### config.mk
export PLATFORM = sky130hd
export DESIGN_NAME = ren_front
export DESIGN_NICKNAME = d
export VERILOG_FILES = /design/src/design/raft_election_node_defines.svh /design/src/design/ren_pkg.sv /design/src/design/ren_front.sv
export SDC_FILE = /design/constraint.sdc
export NUM_CORES = 1
export LEC_CHECK = 0
export ABC_CLOCK_PERIOD_IN_PS = 5600
export BUFFER_PORTS_ARGS = -buffer_cell sky130_fd_sc_hd__buf_4
export CORE_MARGIN = 4
export CORE_UTILIZATION = 35
export CTS_CLUSTER_SIZE = 25
export DETAILED_ROUTE_END_ITERATION = 10
export GPL_TIMING_DRIVEN = 0
export PLACE_DENSITY = 0.6
export SLEW_MARGIN = 10
export SYNTH_ARGS = -nofsm -noshare
export SYNTH_HDL_FRONTEND = slang
export SYNTH_SLANG_ARGS = --single-unit
### constraint.sdc
create_clock -name clk -period 5.6 [get_ports clk]
set_input_delay 0.56 -clock clk [delete_from_list [all_inputs] [get_ports clk]]
set_output_delay 0.56 -clock clk [all_outputs]
set_load 0.02 [all_outputs]
### src/design/raft_election_node_defines.svh
// Assertion macros used by the back end (ren_back) of the election node.
`ifndef RAFT_ELECTION_NODE_DEFINES_SVH
`define RAFT_ELECTION_NODE_DEFINES_SVH
`ifndef SYNTHESIS
`define REN_ASSERT(lbl, prop, msg) \
  lbl: assert property (@(posedge clk) disable iff (!rst_n) prop) else $error(msg);
`define REN_NEVER(lbl, cond, msg) \
  lbl: assert property (@(posedge clk) disable iff (!rst_n) !(cond)) else $error(msg);
`else
`define REN_ASSERT(lbl, prop, msg)
`define REN_NEVER(lbl, cond, msg)
`endif
`endif

### src/design/ren_pkg.sv
package ren_pkg;

  localparam int LOG_DEPTH_DEF = 1024;
  localparam int TERM_BITS_DEF = 32;

  localparam logic [7:0]  RST_PEER_COUNT  = 8'd4;
  localparam logic [15:0] RST_TIMEOUT_MIN = 16'd500;
  localparam logic [15:0] RST_TIMEOUT_MSK = 16'd511;
  localparam logic [15:0] RST_HB_PERIOD   = 16'd50;
  localparam logic [15:0] LFSR_SEED       = 16'hACE1;

  localparam int CFG_AW = 5;

  typedef enum logic [2:0] {
    REG_NODE_ID   = 3'd0,
    REG_PEER_CNT  = 3'd1,
    REG_TMO_MIN   = 3'd2,
    REG_TMO_MASK  = 3'd3,
    REG_HB_PERIOD = 3'd4,
    REG_COMMIT    = 3'd5
  } reg_idx_t;

  typedef enum logic [2:0] {
    OP_TICK       = 3'd0,
    OP_APPEND_REQ = 3'd1,
    OP_VOTE_REQ   = 3'd2,
    OP_VOTE_REPLY = 3'd3,
    OP_LOCAL_APP  = 3'd4
  } op_t;

  typedef enum logic [1:0] {
    ROLE_FOLLOWER  = 2'd0,
    ROLE_CANDIDATE = 2'd1,
    ROLE_LEADER    = 2'd2
  } role_t;

  typedef enum logic [1:0] {
    KIND_APPEND_REPLY = 2'd0,
    KIND_VOTE_REPLY   = 2'd1,
    KIND_VOTE_REQ     = 2'd2,
    KIND_HEARTBEAT    = 2'd3
  } kind_t;

  typedef enum logic {
    BK_RUN,
    BK_LOOKUP
  } bk_state_t;

  typedef struct packed {
    logic [7:0]  node_id;
    logic [7:0]  peer_count;
    logic [15:0] timeout_min;
    logic [15:0] timeout_mask;
    logic [15:0] hb_period;
    logic [10:0] commit_index;
  } cfg_t;

  typedef struct packed {
    op_t         op;
    logic [31:0] msg_term;
    logic [7:0]  sender_id;
    logic [15:0] msg_log_index;
    logic [31:0] msg_log_term;
    logic        vote_granted;
  } item_t;

  typedef struct packed {
    logic  valid;
    item_t item;
  } queue_head_t;

  typedef struct packed {
    kind_t       out_kind;
    logic [31:0] out_term;
    logic        success;
    logic [10:0] own_log_length;
    logic [31:0] own_last_term;
    logic [10:0] out_commit;
    role_t       role_now;
    logic        log_full;
  } result_t;

endpackage

### src/design/ren_front.sv
module ren_front (
  input  logic                clk,
  input  logic                rst_n,
  input  logic                in_valid,
  output logic                in_ready,
  input  ren_pkg::item_t      in_item,
  input  logic                in_known,
  output ren_pkg::queue_head_t head,
  input  logic                pop
);
  import ren_pkg::*;

  item_t      q_r [2];
  logic       wp_r, rp_r;
  logic [1:0] cnt_r;
  logic       push;

  assign in_ready   = (cnt_r != 2'd2);
  assign push       = in_valid && in_ready && in_known;
  assign head.valid = (cnt_r != 2'd0);
  assign head.item  = q_r[rp_r];

  always_ff @(posedge clk) begin
    if (push) begin
      q_r[wp_r] <= in_item;
    end
  end

  always_ff @(posedge clk) begin
    if (!rst_n) begin
      wp_r  <= 1'b0;
      rp_r  <= 1'b0;
      cnt_r <= 2'd0;
    end else begin
      if (push) begin
        wp_r <= ~wp_r;
      end
      if (pop) begin
        rp_r <= ~rp_r;
      end
      cnt_r <= cnt_r + 2'(push) - 2'(pop);
    end
  end
endmodule

==> metrics.cfg, run 1 <==
[run_status]
outcome = completed

[sta]
timing.fmax_mhz = 443
finalSetupViolations = 0
hold_viol = 0
minimum_clock_period_after_layout_ns = 2.26
finalClockSkew_ns = 0.00562
slew_violations = 0
final.hold.worst_slack_ns = 0.323
finalCritPeriodShare_pct = 40.3
tightest_slew_ns = 0.743
slew_headroom_pct = 50.4
rsz0062_at_grt = no

[cts]
path_clk_slew_ns = 0.07
clk-insertion-delay-late_ns = 0.42
clock_tree_from_tritoncts = yes
cts-htree-levels = 4
cts_resized = 0
buffer_type_at_the_clock_tree_root = sky130_fd_sc_hd__clkbuf_16
cts.sink_count = 189
cts-hold-fix-buffers = 0
post-cts-setup-buffer-count = 0
cts_buffers = 17
cts.path.max_buffers = 2

[die]
die_h_um = 152
die_width_um = 152
floorplan.rows = 52
die_area_sq_um = 23100
design.portCount = 191
initial_utilization_pct = 35.8
design.core.area_sq_um = 20300

[detailed_routing]
totalWireLength_um = 13500
wire_per_inst_um = 16.7
route.layer.met1.wl_um = 5370
firstDrtPassIters = 4
vias = 3477
detail_route.iter0.violations = 138
wl_met3_um = 1000
met2WireLength_um = 6960
drc_errors = 0
vias_per_cell = 4.30
highest_layer = met4
antenna_violating_nets_left = 0

[min_path]
hold_path.class = input pin to flop
cells_on_worst_hold_path = 1
hold-path-endpoint = q_r[1][38]
hold_start = in_item[38]

[critical_path]
critical_path_at_ns = 2.38
timing.critical_path.from_type = flop
r2r_start = cnt_r[0]
criticalPathCategory = flop to flop
cp-end-kind = flop
crit_fanout = 24
reg2reg_to = q_r[1][71]
reg2reg_depth = 5
critPathRequiredTime_ns = 5.72
reg2reg_slack_ns = 3.34

[synthesis]
dominant_cell_type_by_area_after_synthesis = sky130_fd_sc_hd__edfxtp_1
yosysSeqAreaShare_pct = 77.4
share_of_flip_flops_with_an_asynchronous_set_or_reset_after_synthesis_pct = 0
fraction_of_the_mapped_netlist_area_in_adder_cells_pct = 0.344
syn_avg_cell_area_sq_um = 23.4
synth.cell_area_sq_um = 7260
synth_top_family_by_area = multiplexers
postSynthCellCount = 310
synthFlopType = sky130_fd_sc_hd__edfxtp_1
synth_mux_area_share_pct = 18.5
yosysWarningCount = 0
synth-simple-area-share_pct = 0.792
synth.area.top_cells = sky130_fd_sc_hd__edfxtp_1, sky130_fd_sc_hd__mux2_4, sky130_fd_sc_hd__buf_12
synth.lib_cells_used.distinct = 18
ys_ff_latch = 189
synth.net_count = 409
synth_top_area_share_pct = 76.1
synth_compound_gate_area_share_pct = 0
synth_edf_count = 184
synth_xor_area_share_pct = 0.362

[grt]
grt_overflow = 0
grt_first_pass_wirelength_um = 20800
vias_in_the_first_global_route = 3696
maximum_number_of_pins_on_one_net_before_global_route_repair = 29
globalRouteTotalUtil_pct = 11.7
antenna_found_initial = 0

[final_layout]
fin_nets = 624
layout.cells.most_common = sky130_fd_sc_hd__buf_4
final_layout_size_suffix_gt1_share_pct = 61.3
fin_area_sq_um = 9750
insertedDiodeCount = 0
syn_to_final_growth_pct = 34.2
final_cell_mix = sky130_fd_sc_hd__buf_4, sky130_fd_sc_hd__edfxtp_1, sky130_fd_sc_hd__mux2_4
finish.cell_count_without_fillers = 808

[placed_design]
dp_cells = 776
hpwl_um = 9600
placement.io_buffers = 190
globalplace.congestion = 0.686
placed_area_sq_um = 9180

[power]
power.ir.vdd_worst_v = 0.000235
p_leak_nw = 3.75
areal_power_density_over_the_cells_nw_per_um2 = 345

[job]
max_cap_violations = 0

==> cells by family after synthesis <==
kind of cell,count (synthesis)
adder cells (fa/ha/maj),2
multiplexers,93
flip-flops,189
XOR/XNOR,3
AND/OR/NAND/NOR,11
buffers and inverters,12
==> stage by stage <==
stage	TNS (ns)	setup WS (ns)	utilization (%)	power, W
after CTS	0	3.31	48.0	0.00342
after floorplan	0	0.443	-	0.00203
final	0	3.34	48.0	0.00337
after global routing	0	3.17	48.0	0.00351
after global placement	-338.87	-1.85	44.5	0.00225
after detailed placement	0	3.20	45.2	0.00226
==> registers in the layout, indices dropped and copies added (netlist names), named ones only <==
signal,count
cnt_r,2
q_r,184
rp_r,1
wp_r,1
==> how the worst max path moves through the flow <==
| stage | slack [ns] | cells after the start | startpoint | to |
|---|---|---|---|---|
| 6_report | 3.34 | 5 | cnt_r[0] | q_r[1][71] |
| 5_1_grt | 3.17 | 5 | cnt_r[0] | q_r[1][79] |
| 4_1_cts | 3.31 | 4 | flop | head[79] |
| 3_5_place_dp | 3.20 | 5 | in_valid | q_r[1][38] |
| 3_3_place_gp | -1.85 | 3 | in_valid | q_r[1][36] |
| 2_1_floorplan | 0.44 | 3 | cnt_r[0] | q_r[0][0] |
==> critical path: stages, from the launching register on <==
cell,delay (ns)
sky130_fd_sc_hd__dfxtp_1,0.35
sky130_fd_sc_hd__nand2b_1,0.15
sky130_fd_sc_hd__nand3_1,0.28
sky130_fd_sc_hd__nor2_4,0.67
sky130_fd_sc_hd__buf_12,0.27
sky130_fd_sc_hd__buf_16,0.20
==> cell type report <==
class | instances | area, sq um
plain buffers | 10 | 176
clock buffers | 19 | 433
repair buffers | 196 | 1560
fillers | 1753 | 10600
flip-flops and latches | 189 | 5630
well taps | 270 | 338
clock inverters | 13 | 134
multi-input cells | 109 | 1470
inverters | 2 | 7.51
==> synthesized netlist by cell type, types with 2 or more instances <==
master,count
sky130_fd_sc_hd__and2_1,4
sky130_fd_sc_hd__mux2_4,80
sky130_fd_sc_hd__edfxtp_1,184
sky130_fd_sc_hd__dfxtp_1,5
sky130_fd_sc_hd__nand2_1,2
sky130_fd_sc_hd__nor2_1,2
sky130_fd_sc_hd__mux2_2,12
sky130_fd_sc_hd__buf_12,8
sky130_fd_sc_hd__xnor2_1,2
sky130_fd_sc_hd__inv_1,2
sky130_fd_sc_hd__ha_1,2
==> routing by layer <==
metal / up-vias / global-route usage [%]
met3: 14 / 4.47
met4: 0 / 3.98
met2: 119 / 19.5
met1: 1694 / 13.8
li1: 1650 / -
met5: - / 0
==> power by group <==
group / switching (W) / internal (W) / total [W]
clock: 0.000525 / 0.000626 / 0.00115
sequential: 0.0000193 / 0.00164 / 0.00166
combinational: 0.000264 / 0.000290 / 0.000554
total: 0.000809 / 0.00256 / 0.00337
No activity file was read; power rests on OpenSTA's default activity.
==> run 2, diff against run 1 <==
--- a/config.mk
+++ b/config.mk
@@ -5,14 +5,15 @@
 export SDC_FILE = /design/constraint.sdc
 export NUM_CORES = 1
 export LEC_CHECK = 0
-export ABC_CLOCK_PERIOD_IN_PS = 5600
+export ABC_AREA = 1
+export ABC_CLOCK_PERIOD_IN_PS = 2000
 export BUFFER_PORTS_ARGS = -buffer_cell sky130_fd_sc_hd__buf_4
 export CORE_MARGIN = 4
 export CORE_UTILIZATION = 35
 export CTS_CLUSTER_SIZE = 25
 export DETAILED_ROUTE_END_ITERATION = 10
 export GPL_TIMING_DRIVEN = 0
-export PLACE_DENSITY = 0.6
+export PLACE_DENSITY = 0.62
 export SLEW_MARGIN = 10
 export SYNTH_ARGS = -nofsm -noshare
 export SYNTH_HDL_FRONTEND = slang
==> constraint.sdc (replaced) <==
create_clock -name clk -period 2 [get_ports clk]
set_input_delay 0.2 -clock clk [delete_from_list [all_inputs] [get_ports clk]]
set_output_delay 0.2 -clock clk [all_outputs]
set_load 0.02 [all_outputs]
==> run 2 against run 1 <==
  * Power increased to 2.7 times the previous value
  * Non-clock buffer count increased by 94
  * Hold slack worse by 0.29 ns
  * Critical endpoint is now head[72]
  * Largest cell class unchanged
  * Largest power group unchanged
==> metrics.cfg, run 2 <==
[run_status]
outcome = completed

[sta]
slew_headroom_pct = 55.4
tightest_slew_ns = 0.666
finalSetupViolations = 0
rsz0062_at_grt = no
finalClockSkew_ns = 0.0134
finalCritPeriodShare_pct = 95.5
minimum_clock_period_after_layout_ns = 1.91
final.hold.worst_slack_ns = 0.0335
hold_viol = 0
slew_violations = 0
timing.fmax_mhz = 524
finalSetupTns_ns = 0

[synthesis]
ys_ff_latch = 189
yosysWarningCount = 0
post-synth-top-count-cell = sky130_fd_sc_hd__edfxtp_1
syn_avg_cell_area_sq_um = 22.7
yosys-top-cells-count = sky130_fd_sc_hd__edfxtp_1, sky130_fd_sc_hd__mux2_4, sky130_fd_sc_hd__mux2_2
yosysSeqAreaShare_pct = 77.3
dominant_cell_type_by_area_after_synthesis = sky130_fd_sc_hd__edfxtp_1
postSynthCellCount = 321
synth_edf_count = 184
synth_top_area_share_pct = 76.0
synth.lib_cells_used.distinct = 13
synth.cell_area_sq_um = 7270
synth.net_count = 420
synth.area.top_cells = sky130_fd_sc_hd__edfxtp_1, sky130_fd_sc_hd__mux2_4, sky130_fd_sc_hd__buf_12
share_of_flip_flops_with_an_asynchronous_set_or_reset_after_synthesis_pct = 0
synthFlopType = sky130_fd_sc_hd__edfxtp_1

[power]
p_leak_nw = 4.19
areal_power_density_over_the_cells_nw_per_um2 = 860
pwr-share-seq_pct = 49.6
switchingPower_w = 0.00218
share_comb_of_total_power_pct = 15.0
power.ir.vdd_worst_v = 0.000576
power.share.switching_pct = 23.6
cellInternalPower_w = 0.00704
clock_power_share_pct = 35.4

[critical_path]
critical_path_at_ns = 1.71
crit_path_cell_trace = buf_6 > buf_12 > mux2_4 > buf_4
critical_path.slowest_cell = sky130_fd_sc_hd__dfxtp_1
crit_fanout = 10
critPathRequiredTime_ns = 1.80
r2r_start = cnt_r[0]
worst_path_dominant_cell_family = buffers and inverters
criticalPathCategory = flop to primary output
critPathMaxStageDelay_ns = 0.34
timing.critical_path.from_type = flop
cp-end-kind = primary output
critical_path.n_buffers_inverters = 3

[grt]
grt_overflow = 0
vias_in_the_first_global_route = 4444
grt_first_pass_wirelength_um = 23300
globalRouteTotalUtil_pct = 12.7
maximum_number_of_pins_on_one_net_before_global_route_repair = 36
antenna_found_initial = 0

[placed_design]
placement.io_buffers = 190
hpwl_um = 10100
globalplace.congestion = 0.686

[final_layout]
num-fill-cells = 1606
syn_to_final_growth_pct = 47.4
layout_top_registers = q_r: 184 flops, cnt_r: 2 flops
final_cell_mix = sky130_fd_sc_hd__buf_4, sky130_fd_sc_hd__edfxtp_1, sky130_fd_sc_hd__dlygate4sd3_1
fin_nets = 730
layout.cells.most_common = sky130_fd_sc_hd__buf_4
insertedDiodeCount = 0
registers.top_by_ff_count = q_r
final_layout_size_suffix_gt1_share_pct = 52.4
largest_register_ff_count = 184

[min_path]
hold_path.class = input pin to flop
hold_start = pop

[detailed_routing]
detail_route.iter0.violations = 114
wire_per_inst_um = 16.0
vias = 3925
met2WireLength_um = 7590
wl_met3_um = 911
highest_layer = met4
route.layer.met1.wl_um = 5800
vias_per_cell = 4.30
totalWireLength_um = 14600
antenna_violating_nets_left = 0
drc_errors = 0
firstDrtPassIters = 4

[job]
max_cap_violations = 0

[die]
initial_utilization_pct = 35.7
die_area_sq_um = 23200
die_width_um = 152
die_h_um = 152
floorplan.rows = 52
design.portCount = 191
design.core.area_sq_um = 20400

[cts]
cts_resized = 0
path_clk_slew_ns = 0.06
buffer_type_at_the_clock_tree_root = sky130_fd_sc_hd__clkbuf_16
cts.path.max_buffers = 2
cts-htree-levels = 4
clock_tree_from_tritoncts = yes
clk-insertion-delay-late_ns = 0.43
cts_buffers = 17
cts.sink_count = 189

==> run 2: cell count changes in the layout (fill, tap and decap cells not counted), moves of 3 or more <==
cell,before,now
sky130_fd_sc_hd__nand2_1,2,9
sky130_fd_sc_hd__nor2_1,0,5
sky130_fd_sc_hd__dlygate4sd3_1,0,93
sky130_fd_sc_hd__inv_1,2,5
sky130_fd_sc_hd__and2_1,4,0
==> run 2: final timing paths <==
kind	to	slack [ns]	depth (start not counted)
setup / recovery	head[72]	0.09	4
hold / removal	flop	0.03	3
setup reg to reg	q_r[1][1]	0.35	4
hold reg to reg	flop	0.51	2
==> run 2: layout make-up <==
class	count	area, sq um	area share (%)
Tap cell	270	338	3.15
Sequential cell	189	5630	52.5
Multi-Input combinational cell	115	1470	13.7
Timing Repair inverter	1	5.00	0.0467
Inverter	7	30.0	0.280
Buffer	10	176	1.65
Clock buffer	18	429	4.00
Timing Repair Buffer	290	2510	23.4
Clock inverter	13	135	1.26
==> run 2: worst reg2reg max path: stages, from the launching register on <==
cell and delay, ns:
sky130_fd_sc_hd__dfxtp_2 0.33, sky130_fd_sc_hd__inv_2 0.08, sky130_fd_sc_hd__nand2_4 0.08, sky130_fd_sc_hd__nand3_2 0.14
sky130_fd_sc_hd__clkinvlp_2 0.57
==> run 2: stage by stage <==
stage | util (%) | worst slack (ns) | instances | instance area (sq um) | total power (W)
floorplan | - | -0.329 | 321 | 7310 | 0.00536
global placement | 44.5 | -1.08 | 781 | 9070 | 0.00585
detailed placement | 45.2 | 0.0469 | 787 | 9210 | 0.00591
CTS | 52.6 | 0.0342 | 911 | 10700 | 0.00933
global route | 52.6 | 0.0162 | 913 | 10700 | 0.00959
finish | 52.6 | 0.0909 | 913 | 10700 | 0.00922
==> run 2: logic make-up after synthesis <==
group | synth area share (%)
DFF | 77.3
muxes | 18.4
and+or+nand+nor | 1.01
buffers and inverters | 2.79
AOI/OAI and AO/OA | 0.138
adders and majority gates | 0.344
==> run 2: what timing repair did <==
action | CTS | global route
endpoints found under the hold margin | 185 | 0
setup endpoints to repair | 0 | 82
buffers inserted | 0 | 1
hold buffers | 93 | 0
==> run 2: power by group through the flow <==
stage | sequential, W | combinational (W) | clock, W
5_1_grt | 0.00459 | 0.00147 | 0.00353
3_5_place_dp | 0.00467 | 0.00125 | 0
6_report | 0.00457 | 0.00138 | 0.00326
4_1_cts | 0.00458 | 0.00140 | 0.00335
3_3_place_gp | 0.00467 | 0.00118 | 0
2_1_floorplan | 0.00466 | 0.000697 | 0
==> run 2: routing by layer <==
metal | vias to the layer above | track usage, %
li1 | 1875 | -
met1 | 1906 | 14.6
met2 | 125 | 21.9
met3 | 19 | 4.40
met4 | 0 | 4.97
met5 | - | 0
==> run 3, diff against run 2 <==
--- a/config.mk
+++ b/config.mk
@@ -13,7 +13,6 @@
 export CTS_CLUSTER_SIZE = 25
 export DETAILED_ROUTE_END_ITERATION = 10
 export GPL_TIMING_DRIVEN = 0
-export PLACE_DENSITY = 0.62
 export SLEW_MARGIN = 10
 export SYNTH_ARGS = -nofsm -noshare
 export SYNTH_HDL_FRONTEND = slang
==> run 3 against run 2 <==
  * Final area fell by 0.29%
  * Register-to-register slack worse by 0.18 ns
  * Non-clock buffer count shrank 1
  * Largest power group unchanged
  * Final cell count down 0.22%
  * Power is essentially flat
  * Worst setup slack gained 0.042 ns
==> metrics.cfg, run 3 (synthesis results as in run 2) <==
[run_status]
outcome = completed

[cts]
cts.sink_count = 189
clock_tree_from_tritoncts = yes
cts-htree-levels = 4
cts.path.max_buffers = 2
clk-insertion-delay-late_ns = 0.41
post-cts-setup-buffer-count = 0
buffer_type_at_the_clock_tree_root = sky130_fd_sc_hd__clkbuf_16
path_clk_slew_ns = 0.07
cts_buffers = 17

[die]
die_h_um = 152
die_width_um = 152
design.core.area_sq_um = 20400
floorplan.rows = 52
die_area_sq_um = 23200
initial_utilization_pct = 35.7
design.portCount = 191

[sta]
minimum_clock_period_after_layout_ns = 1.87
rsz0062_at_grt = no
finalCritPeriodShare_pct = 93.4
hold_viol = 0
finalSetupViolations = 0
tightest_slew_ns = 0.598
finalClockSkew_ns = 0.00597
slew_violations = 0
finalSetupTns_ns = 0
slew_headroom_pct = 60.0
timing.fmax_mhz = 536

[critical_path]
critical_path_at_ns = 1.67
critPathRequiredTime_ns = 1.80
r2r_start = cnt_r[0]
criticalPathCategory = flop to primary output
cp-end-kind = primary output
crit_fanout = 10
timing.critical_path.from_type = flop

[power]
pwr-share-seq_pct = 49.6
switchingPower_w = 0.00210
power.share.switching_pct = 22.8
p_leak_nw = 4.18
share_comb_of_total_power_pct = 14.8
areal_power_density_over_the_cells_nw_per_um2 = 862
power.ir.vdd_worst_v = 0.000547
clock_power_share_pct = 35.6
cellInternalPower_w = 0.00712

[grt]
grt_first_pass_wirelength_um = 23100
globalRouteTotalUtil_pct = 12.6
vias_in_the_first_global_route = 4372
antenna_found_initial = 0
maximum_number_of_pins_on_one_net_before_global_route_repair = 34
grt_overflow = 0

[detailed_routing]
firstDrtPassIters = 5
drc_errors = 0
vias_per_cell = 4.34
wire_per_inst_um = 16.1
totalWireLength_um = 14700
vias = 3950
antenna_violating_nets_left = 0
detail_route.iter0.violations = 205

[final_layout]
layout.cells.most_common = sky130_fd_sc_hd__buf_4
insertedDiodeCount = 0
fin_nets = 728
registers.top_by_ff_count = q_r
fin_area_sq_um = 10700
largest_register_ff_count = 184
num-fill-cells = 1637
syn_to_final_growth_pct = 47.0
final_layout_size_suffix_gt1_share_pct = 52.3
layout_top_registers = q_r: 184 flops, cnt_r: 2 flops
final_cell_mix = sky130_fd_sc_hd__buf_4, sky130_fd_sc_hd__edfxtp_1, sky130_fd_sc_hd__dlygate4sd3_1

[placed_design]
hpwl_um = 9740
placement.io_buffers = 190
placed_area_sq_um = 9190
globalplace.congestion = 0.686

[min_path]
hold_start = pop
hold_path.class = input pin to flop

[job]
max_cap_violations = 0

==> run 3: changes by cell type in the layout (fill, tap and decap cells not counted), sizes merged <==
cell and change:
buf -1, bufinv +1, clkbuf -1, clkinv +3, clkinvlp -2, inv -2
==> run 3: power by group through the flow <==
stage | clock [W] | combinational [W] | sequential [W]
CTS | 0.00337 | 0.00139 | 0.00458
detailed placement | 0 | 0.00123 | 0.00466
global placement | 0 | 0.00118 | 0.00467
global route | 0.00357 | 0.00145 | 0.00459
finish | 0.00328 | 0.00136 | 0.00458
floorplan | 0 | 0.000697 | 0.00466
==> run 3: per-layer routing <==
metal / wire length (um) / GRT usage [%]
met1: 5890 / 15.1
met2: 7670 / 21.5
met3: 962 / 4.52
met4: 149 / 3.47
met5: 0 / 0
==> run 3: what timing repair did <==
action / in CTS / in global routing
hold endpoints to repair: 185 / 0
hold buffers: 93 / 0
resized for setup: 0 / 0
==> run 3: worst paths after layout <==
path                end  slack (ns)  cells after the start
min                rp_r        0.05                      3
max            head[37]        0.13                      4
max reg2reg  q_r[0][69]        0.17                      6
min reg2reg        rp_r        0.51                      2
==> run 3: cell type report <==
class | instances | area (sq um) | share of cell area, %
plain buffers | 10 | 176 | 1.65
multi-input cells | 115 | 1470 | 13.8
repair buffers | 289 | 2480 | 23.2
inverters | 7 | 30.0 | 0.281
clock buffers | 17 | 425 | 3.98
clock inverters | 14 | 143 | 1.33
well taps | 270 | 338 | 3.16
flip-flops and latches | 189 | 5630 | 52.6
==> run 3: critical path, cell delays in order (launching register included) <==
cell                      delay, ns
sky130_fd_sc_hd__dfxtp_1       0.34
sky130_fd_sc_hd__buf_6         0.25
sky130_fd_sc_hd__buf_12        0.18
sky130_fd_sc_hd__mux2_4        0.31
sky130_fd_sc_hd__buf_4         0.16
==> run 3: through the flow <==
stage / instances / hold WS [ns] / total power [W] / worst slack, ns / util [%]
floorplan: 321 / 0.293 / 0.00536 / -0.329 / -
global placement: 781 / 0.385 / 0.00585 / -1.16 / 44.5
detailed placement: 787 / 0.388 / 0.00590 / 0.106 / 45.1
CTS: 911 / 0.0355 / 0.00934 / 0.0906 / 52.5
global route: 911 / 0.0527 / 0.00961 / 0.0232 / 52.5
finish: 911 / 0.0517 / 0.00922 / 0.133 / 52.5
